[src/hw/rtl/sorted_priority_queue_core_macros.svh]
// ---------------------------------------------------------------------------
// Assertion macros for the sorted priority queue core
// Concurrent checks are compiled for simulation and drop out for synthesis.
// ---------------------------------------------------------------------------
`ifndef SORTED_PRIORITY_QUEUE_CORE_MACROS_SVH
`define SORTED_PRIORITY_QUEUE_CORE_MACROS_SVH

`ifndef SYNTHESIS
// Check prop on every clk edge outside reset.
`define SPQ_ASSERT(lbl, clk, rst_n, prop, msg) \
  lbl: assert property (@(posedge clk) disable iff (!rst_n) prop) else $error(msg);
// Check prop on every clk edge, reset included.
`define SPQ_ASSERT_ALWAYS(lbl, clk, prop, msg) \
  lbl: assert property (@(posedge clk) prop) else $error(msg);
`else
`define SPQ_ASSERT(lbl, clk, rst_n, prop, msg)
`define SPQ_ASSERT_ALWAYS(lbl, clk, prop, msg)
`endif

`endif

[src/hw/rtl/spq_pkg.sv]
// ---------------------------------------------------------------------------
// spq_pkg
// Shared types and codes for the sorted priority queue core.
// ---------------------------------------------------------------------------
package spq_pkg;

  localparam int QUEUE_DEPTH_DEF = 16;
  localparam int VALUE_W = 16;
  localparam int PRIO_W  = 7;

  localparam logic MODE_INSERT = 1'b0;
  localparam logic MODE_POP    = 1'b1;

  typedef enum logic [1:0] {
    ST_OK       = 2'd0,
    ST_PRIO_ERR = 2'd1,
    ST_FULL     = 2'd2,
    ST_EMPTY    = 2'd3
  } status_t;

  typedef enum logic [1:0] {
    OP_HOLD   = 2'd0,
    OP_INSERT = 2'd1,
    OP_POP    = 2'd2
  } op_t;

  typedef struct packed {
    logic [VALUE_W-1:0] value;
    logic [PRIO_W-1:0]  prio;
  } entry_t;

  // Broadcast to every cell.
  typedef struct packed {
    op_t    op;
    entry_t item;
  } cmd_t;

  // Handed from a cell to its right-hand neighbor.
  typedef struct packed {
    logic   keep;
    entry_t data;
  } link_t;

endpackage

[src/hw/rtl/spq_cell.sv]
// ---------------------------------------------------------------------------
// spq_cell
// One slot of the sorted row: holds, takes the new entry, or shifts.
// ---------------------------------------------------------------------------
module spq_cell (
  input  logic            clk,
  input  logic            occupied,
  input  spq_pkg::cmd_t   cmd,
  input  spq_pkg::link_t  left_in,
  input  spq_pkg::entry_t right_in,
  output spq_pkg::link_t  link_out
);

  spq_pkg::entry_t data_r;
  spq_pkg::entry_t data_nxt;
  logic            keep;

  // Stay in place when this entry sorts at or before the new one.
  assign keep = occupied && (data_r.prio <= cmd.item.prio);

  always_comb begin
    data_nxt = data_r;
    unique case (cmd.op)
      spq_pkg::OP_INSERT: begin
        if (!keep) begin
          data_nxt = left_in.keep ? cmd.item : left_in.data;
        end
      end
      spq_pkg::OP_POP: begin
        data_nxt = right_in;
      end
      default: begin
        data_nxt = data_r;
      end
    endcase
  end

  always_ff @(posedge clk) begin
    data_r <= data_nxt;
  end

  assign link_out.keep = keep;
  assign link_out.data = data_r;

endmodule

[src/hw/rtl/sorted_priority_queue_core.sv]
// ---------------------------------------------------------------------------
// sorted_priority_queue_core
// Bounded priority queue kept sorted by ascending priority in a cell row.
// ---------------------------------------------------------------------------
// Each input transaction is an insert (mode 0) or a pop (mode 1) and yields
// exactly one result transaction in the next cycle. The queue accepts one
// transaction every cycle while in_stall is low: the row of QUEUE_DEPTH
// compare-and-shift cells completes an insert or a pop as it is accepted,
// and the registered result stage lets a new request enter while the
// previous result is being taken. in_stall is raised only while a result is
// held and out_stall is high. Equal priorities leave first in, first out. A
// negative priority returns status 1, an insert into a full queue status 2
// and a pop from an empty queue status 3; none of these change the contents.
// popped_value and popped_priority are zero except on a successful pop, and
// entry_count gives the low five bits of the count after the operation.
// Slot contents have no reset; only the count and out_valid are cleared.
// ---------------------------------------------------------------------------
module sorted_priority_queue_core #(
  parameter int QUEUE_DEPTH = spq_pkg::QUEUE_DEPTH_DEF
) (
  input  logic        clk,
  input  logic        rst_n,
  input  logic        in_valid,
  output logic        in_stall,
  input  logic        in_mode,
  input  logic [15:0] in_item_value,
  input  logic [7:0]  in_item_priority,
  output logic        out_valid,
  input  logic        out_stall,
  output logic [1:0]  out_status,
  output logic [15:0] out_popped_value,
  output logic [6:0]  out_popped_priority,
  output logic [4:0]  out_entry_count
);

`include "sorted_priority_queue_core_macros.svh"

  localparam int CNT_W = $clog2(QUEUE_DEPTH + 1);

  // Entry count and result registers.
  logic [CNT_W-1:0]  count_r;
  logic [CNT_W-1:0]  count_nxt;
  logic              out_valid_r;
  logic [1:0]        out_status_r;
  logic [15:0]       out_value_r;
  logic [6:0]        out_prio_r;
  logic [4:0]        out_count_r;

  logic              accept;
  spq_pkg::status_t  status;
  spq_pkg::cmd_t     cmd;
  logic [15:0]       pop_value;
  logic [6:0]        pop_prio;
  logic [CNT_W+4:0]  count_ext;

  spq_pkg::link_t    links [QUEUE_DEPTH];
  logic [QUEUE_DEPTH-1:0] occupied;

  // Hold the input while a finished result is still waiting downstream.
  assign in_stall = out_valid_r && out_stall;
  assign accept   = in_valid && !in_stall;

  // Decode the request against the current fill level.
  always_comb begin
    status    = spq_pkg::ST_OK;
    cmd.op    = spq_pkg::OP_HOLD;
    cmd.item.value = in_item_value;
    cmd.item.prio  = in_item_priority[6:0];
    pop_value = '0;
    pop_prio  = '0;
    count_nxt = count_r;
    if (accept) begin
      if (in_mode == spq_pkg::MODE_INSERT) begin
        if (in_item_priority[7]) begin
          status = spq_pkg::ST_PRIO_ERR;
        end else if (count_r == CNT_W'(QUEUE_DEPTH)) begin
          status = spq_pkg::ST_FULL;
        end else begin
          cmd.op    = spq_pkg::OP_INSERT;
          count_nxt = count_r + CNT_W'(1);
        end
      end else begin
        if (count_r == '0) begin
          status = spq_pkg::ST_EMPTY;
        end else begin
          // Take the head and shift the row toward it.
          cmd.op    = spq_pkg::OP_POP;
          pop_value = links[0].data.value;
          pop_prio  = links[0].data.prio;
          count_nxt = count_r - CNT_W'(1);
        end
      end
    end
  end

  // Row of cells: slot 0 is the head; slots below the count are live.
  genvar gi;
  generate
    for (gi = 0; gi < QUEUE_DEPTH; gi++) begin : g_cell
      spq_pkg::link_t  left_in;
      spq_pkg::entry_t right_in;

      assign occupied[gi] = count_r > CNT_W'(gi);

      if (gi == 0) begin : g_head
        // Nothing sits ahead of the head, so it always sees a kept left.
        assign left_in.keep = 1'b1;
        assign left_in.data = cmd.item;
      end else begin : g_body
        assign left_in = links[gi-1];
      end

      if (gi == QUEUE_DEPTH - 1) begin : g_tail
        // The tail slot falls out of use on a pop; its content is don't care.
        assign right_in = links[gi].data;
      end else begin : g_mid
        assign right_in = links[gi+1].data;
      end

      spq_cell u_cell (
        .clk      (clk),
        .occupied (occupied[gi]),
        .cmd      (cmd),
        .left_in  (left_in),
        .right_in (right_in),
        .link_out (links[gi])
      );
    end
  endgenerate

  // Count is reported modulo 32.
  assign count_ext = {5'b0, count_nxt};

  always_ff @(posedge clk) begin
    if (!rst_n) begin
      count_r     <= '0;
      out_valid_r <= 1'b0;
    end else begin
      count_r <= count_nxt;
      if (accept) begin
        out_valid_r <= 1'b1;
      end else if (!out_stall) begin
        out_valid_r <= 1'b0;
      end
    end
  end

  // Load the result with every accepted transaction.
  always_ff @(posedge clk) begin
    if (accept) begin
      out_status_r <= status;
      out_value_r  <= pop_value;
      out_prio_r   <= pop_prio;
      out_count_r  <= count_ext[4:0];
    end
  end

  assign out_valid           = out_valid_r;
  assign out_status          = out_status_r;
  assign out_popped_value    = out_value_r;
  assign out_popped_priority = out_prio_r;
  assign out_entry_count     = out_count_r;

  `SPQ_ASSERT(a_count_bound, clk, rst_n, count_r <= CNT_W'(QUEUE_DEPTH), "count above depth")
  `SPQ_ASSERT(a_insert_grows, clk, rst_n, (cmd.op == spq_pkg::OP_INSERT) |=> (count_r == $past(count_r) + CNT_W'(1)), "insert did not grow count")
  `SPQ_ASSERT(a_fail_zero, clk, rst_n, (out_valid_r && out_status_r != spq_pkg::ST_OK) |-> (out_value_r == '0 && out_prio_r == '0), "failed result carries data")
  `SPQ_ASSERT(a_head_sorted, clk, rst_n, (count_r >= CNT_W'(2)) |-> (links[0].data.prio <= links[1].data.prio), "head out of order")
  `SPQ_ASSERT(a_no_accept_stalled, clk, rst_n, (out_valid_r && out_stall) |-> !accept, "accepted while result stalled")

endmodule
[config.mk]
export PLATFORM = sky130hd
export DESIGN_NAME = sorted_priority_queue_core
export DESIGN_NICKNAME = d
export VERILOG_FILES = /design/src/hw/rtl/spq_pkg.sv /design/src/hw/rtl/spq_cell.sv /design/src/hw/rtl/sorted_priority_queue_core.sv
export VERILOG_INCLUDE_DIRS = /design/src /design/src/hw/rtl
export SDC_FILE = /design/constraint.sdc
export NUM_CORES = 1
export LEC_CHECK = 0
export BUFFER_PORTS_ARGS = -buffer_cell sky130_fd_sc_hd__buf_2
export CORE_UTILIZATION = 60
export CTS_CLUSTER_DIAMETER = 40
export DETAILED_ROUTE_END_ITERATION = 12
export MAX_ROUTING_LAYER = met4
export PLACE_DENSITY = 0.77
export REMOVE_ABC_BUFFERS = 1
export SLEW_MARGIN = 30
export SYNTH_ARGS = -nofsm -noshare
export SYNTH_HDL_FRONTEND = slang
export SYNTH_SLANG_ARGS = --single-unit
[constraint.sdc]
create_clock -name clk -period 9.4 [get_ports clk]
set_input_delay 0.47 -clock clk [delete_from_list [all_inputs] [get_ports clk]]
set_output_delay 0.47 -clock clk [all_outputs]
set_load 0.01 [all_outputs]
Word-level counts from Yosys, hierarchy flattened
Index checks and enable logic that the tools add are counted.
Word-level totals
  register bits after elaboration: 404
  input port bits: 29
  word-level logic and storage cells: 192
Operators by class
  add/subtract/negate cells: 2
  order comparisons: 32
  equality and inequality tests: 19
  muxes and demuxes: 61
  bitwise operators: 2
  reduce and logical (&&, ||, !) cells: 38
Operators by type and width (number)
  $mux W23: 30
  $pmux W23 S2: 15
  $le A7 B7 Y1: 16
  $gt A5 B4 Y1 const B: 8
  $reduce_and A2 Y1: 16
  $ne A2 B2 Y1 const B: 15
  $mux W5: 5
  $gt A5 B3 Y1 const B: 4
  $logic_and A1 B1 Y1: 18
  $mux W2: 7
  $gt A5 B1 Y1 const B: 2
  $gt A5 B2 Y1 const B: 2
  $add A5 B1 Y5 const B: 1
  $eq A5 B5 Y1 const B: 1
  $logic_not A5 Y1: 1
  $sub A5 B1 Y5 const B: 1
  $mux W1: 4
  $eq A2 B1 Y1 const B: 1
  $eq A2 B2 Y1 const B: 1
  $ne A2 B1 Y1 const B: 1
  $not A1 Y1: 2
  $reduce_bool A2 Y1: 1
  $reduce_or A2 Y1: 1
  $logic_not A1 Y1: 1

Logic depth before layout (Yosys ltp)
  word-level depth: 8
  gate-level depth with buffers: 12

Modules after synthesis
Synthesis repeated with hierarchy kept, for this count alone.
Unflattened totals
  cell total of the unflattened synthesis: 2274
  area total of the unflattened synthesis: 24086.9 um^2
Modules (own cells, without submodules)
  spq_cell at g_cell[0].u_cell ...: instances 12, cells an instance 132, area each 1390.1 um^2
  spq_cell at g_cell[6].u_cell ...: instances 4, cells an instance 132, area each 1400.1 um^2
  sorted_priority_queue_core: instances 1, cells an instance 162, area each 1805.5 um^2

Worst setup path before layout
OpenSTA, ideal clock, no wires.
  path type: in2reg
  start point: in out_stall
  end point: reg g_cell[7].u_cell.data_r (netlist bit g_cell[7].u_cell.link_out[0]), enable pin
  arrival: 3.596 ns
  slack: 5.369 ns
  cell stages on the path: 6
  cells stage by stage: and2_1 -> nand2b_1 -> clkinv_1 -> nand3_1 -> clkbuf_1 -> o21ai_0
Between the ends
  longest elaborated chain between the ends: 7
  elaborated cells on any way between the ends: 9
  those cells by class: eq/ne (3); mux (1); reduce/logical (5)
RTL lines
  start, declared: RTL line sorted_priority_queue_core.sv:29  | input logic out_stall,
  $logic_and A1 B1 Y1 *: RTL line sorted_priority_queue_core.sv:60  | assign in_stall = out_valid_r && out_stall;
  $logic_not A1 Y1 *: RTL line sorted_priority_queue_core.sv:61  | assign accept = in_valid && !in_stall;
  $logic_and A1 B1 Y1 *: RTL line sorted_priority_queue_core.sv:61
  named net accept: RTL line sorted_priority_queue_core.sv:49  | logic accept;
  $mux W2 *: RTL line sorted_priority_queue_core.sv:72  | if (accept) begin
  $eq A2 B1 Y1 or $eq A2 B2 Y1 (tied branches)
  $ne A2 B2 Y1 (no line) or $reduce_bool A2 Y1 (tied branches)
  $reduce_and A2 Y1 (no line) *
  end signal, assigned: RTL line spq_cell.sv:39  | data_r <= data_nxt;
  end, declared: RTL line spq_cell.sv:14  | spq_pkg::entry_t data_r;
Mark *: on every way through the listed nets, which the timed path passes. The rest lies on a longest branch.
A chain may end at the register's enable or synchronous reset.

==> results_dict.tcl <==
set metrics [dict create \
    status "complete, no violations" \
    tns_ns 0 \
    post_route_cells_drive_above_1_share_pct 20.6 \
    p_leak_nw 9.31 \
    min_path_type "primary input to flip-flop" \
    vias_per_cell 6.67 \
    setup_viol 0 \
    ctsLongestPathBuffers 3 \
    hold_violations 0 \
    finalMaxSlewViolations 0 \
    wire_per_inst_um 21.9 \
    post-cts-setup-buffer-count 0 \
    cts_sinks 404 \
    syn_inst 2160 \
    skew_ns 0.0211 \
    firstDrtPassIters 6 \
    grt_use_total_pct 29.6 \
    syn_area_um2 23900 \
    fmax_mhz 228 \
    post-route-period-util_pct 46.7 \
    gp_congestion 0.887 \
    grt_pass1_wl_um 94300 \
    antenna_found_initial 1 \
    ys.flop_type "edfxtp_1" \
    cts_max_level 2 \
    grt_pass1_vias 17465 \
    hold_slack_ns 0.0934 \
    synth.avg_cell_area_um2 11.1 \
    ir_drop_mv 0.155 \
    maxSlewHeadroom_pct 26.5 \
    start_util_pct 61.4 \
    crit_arrival_ns 4.74 \
    cp-startpoint "count_r[1]$_SDFF_PN0_" \
    yosysSeqAreaShare_pct 50.5 \
    fin_ws_ns 5.01 \
    synth_edf_count 398 \
    rsz0062_at_grt "false" \
    clk-insertion-delay-late_ns 0.62 \
    fin_cells 2674 \
    cts_tree "built" \
    routed_wl_um 58500 \
    worstMarginPinSlew_ns 1.10 \
    grt_max_degree 206 \
    synth_seq_cells 404 \
    die_x_um 202 \
    hp-start "in_valid" \
    final_nets 2255 \
    place_hpwl_um 39900 \
    crit_required_ns 9.75 \
    cts_hold_buf 0 \
    worstSetupStartpointType "flip-flop" \
    maxCapViolations 0 \
    syn2layout_area_growth_pct 10.7 \
    async_flop_share_pct 0 \
    synth_warnings 0 \
    p_per_area_nw_per_um2 265 \
    portBuffers 60 \
    cts-root-buf "clkbuf_16" \
    cp_max_fo 205 \
    cts_buffers 60 \
    worstSetupEndpointType "flip-flop" \
    pre_cts_ws_ns 4.73 \
    place_inst 2563 \
    r2r_start "count_r[1]$_SDFF_PN0_" \
    n_fill_cell 2819 \
    clkTransAtPathRegs_ns 0.05 \
    ys_types 55 \
    vias 17828 \
    num_rows 72 \
    min_period_ns 4.39 \
    drt-initial-drc-count 1721 \
    finalPower_mw 7.00 \
    drc_errors 0 \
    coreArea_um2 38900 \
    antenna_left 0 \
    worst-setup-path-type "flip-flop to flip-flop" \
    dieArea_um2 40600 \
    fp.dieH_um 202 \
    grt_overflow_total 0 \
    ios 61 \
    cts_resized 0 \
]
## flip-flops by register name, indices dropped and copies added, names as in the netlist
name and count:
out_entry_count 5, out_popped_value 16, g_cell.u_cell.link_out 368, count_r 5, out_status 2, out_valid 1, out_popped_priority 7
## where the power goes
group / switching (mW) / leakage (nW) / internal (mW) / total (mW)
sequential: 0.230 / 3.75 / 2.53 / 2.76
clock: 0.847 / 0.954 / 1.38 / 2.22
combinational: 1.12 / 4.60 / 0.894 / 2.02
total: 2.20 / 9.31 / 4.80 / 7.00
## kinds of logic (layout without fill, tap and decap cells)
family / after synthesis / count (layout) / share of synthesized area (%)
AO/OA/AOI/OAI: 599 / 599 / 20.9
XOR/XNOR: 1 / 1 / 0.0367
adder cells (fa/ha/maj): 118 / 118 / 6.18
buffers and inverters: 246 / 241 / 4.61
flip-flops: 404 / 404 / 50.5
multiplexers: 46 / 46 / 2.05
other: 0 / 1 / 0
AND/OR/NAND/NOR: 746 / 746 / 15.7
## critical path, cell delays in order, from the launching register on
cell and delay [ns]:
dfxtp_1 0.40, inv_1 0.15, ha_1 0.16, or4b_4 0.64
nand3_4 0.49, buf_12 0.61, nand2_1 0.83, o311a_1 0.55
## layer usage
metal | wire, µm | vias up | track usage [%]
li1 | - | 8311 | -
met1 | 25700 | 8712 | 40.5
met2 | 28000 | 716 | 46.6
met3 | 3770 | 89 | 3.56
met4 | 996 | 0 | 8.52
met5 | 0 | - | -
## cell usage after synthesis, drive strengths merged, types with 7 or more instances
| library cell | count | area [µm²] |
|---|---|---|
| clkbuf | 151 | 567 |
| o221a | 167 | 1880 |
| nor2 | 200 | 751 |
| or3 | 55 | 344 |
| nor2b | 17 | 106 |
| o21a | 34 | 255 |
| a21o | 7 | 52.6 |
| o22ai | 68 | 551 |
| inv | 33 | 124 |
| o211a | 17 | 170 |
| mux2 | 23 | 259 |
| o21ai | 46 | 230 |
| ha | 118 | 1480 |
| a21oi | 108 | 541 |
| nand3 | 24 | 120 |
| o221ai | 28 | 245 |
| and2 | 7 | 43.8 |
| mux2i | 23 | 230 |
| and3 | 27 | 174 |
| nand4 | 17 | 106 |
| nor3 | 100 | 500 |
| nand2b | 158 | 988 |
| nand2 | 123 | 462 |
| edfxtp | 398 | 12000 |
| o311a | 34 | 340 |
| a211oi | 32 | 240 |
| buf | 60 | 403 |
| a2111oi | 14 | 123 |
| o22a | 22 | 193 |
## layout make-up
| type | count | area [µm²] | area share [%] |
|---|---|---|---|
| clock inverter | 44 | 447 | 1.69 |
| sequential | 404 | 12100 | 45.7 |
| multi-input combinational | 1510 | 11000 | 41.5 |
| inverter | 35 | 131 | 0.497 |
| timing repair buffer | 97 | 623 | 2.36 |
| clock buffer | 65 | 1540 | 5.83 |
| tap | 518 | 648 | 2.45 |
| antenna | 1 | 2.50 | 0.00946 |
## per-stage QoR
step / util, % / area, µm²
after floorplan: - / 22900
after CTS: 67.8 / 26400
after detailed placement: 62.7 / 24400
after global routing: 67.9 / 26400
final: 67.9 / 26400
after global placement: 62.5 / 24300
## cell usage in the layout, fill, tap and decap left out, drive strengths merged, types with 34 or more instances in the layout
cell / n
nand2b: 158
a21oi: 108
clkbuf: 65
o21a: 34
o311a: 34
edfxtp: 398
nor2: 200
nand2: 123
ha: 118
buf: 97
o221a: 167
nor3: 100
or3: 55
inv: 41
o21ai: 46
o22ai: 68
## path summary, 6_finish.rpt
path                                                                 to  slack [ns]  depth (start not counted)
worst min-delay path                             out_valid$_SDFFE_PN0P_        0.09                          2
worst max-delay path            g_cell[10].u_cell.link_out[0]$_DFFE_PP_        5.01                          7
worst max register to register  g_cell[10].u_cell.link_out[0]$_DFFE_PP_        5.01                          7
worst min register to register  g_cell[0].u_cell.link_out[14]$_DFFE_PP_        0.54                          2
Note: power is estimated with default switching activity, not from simulation.
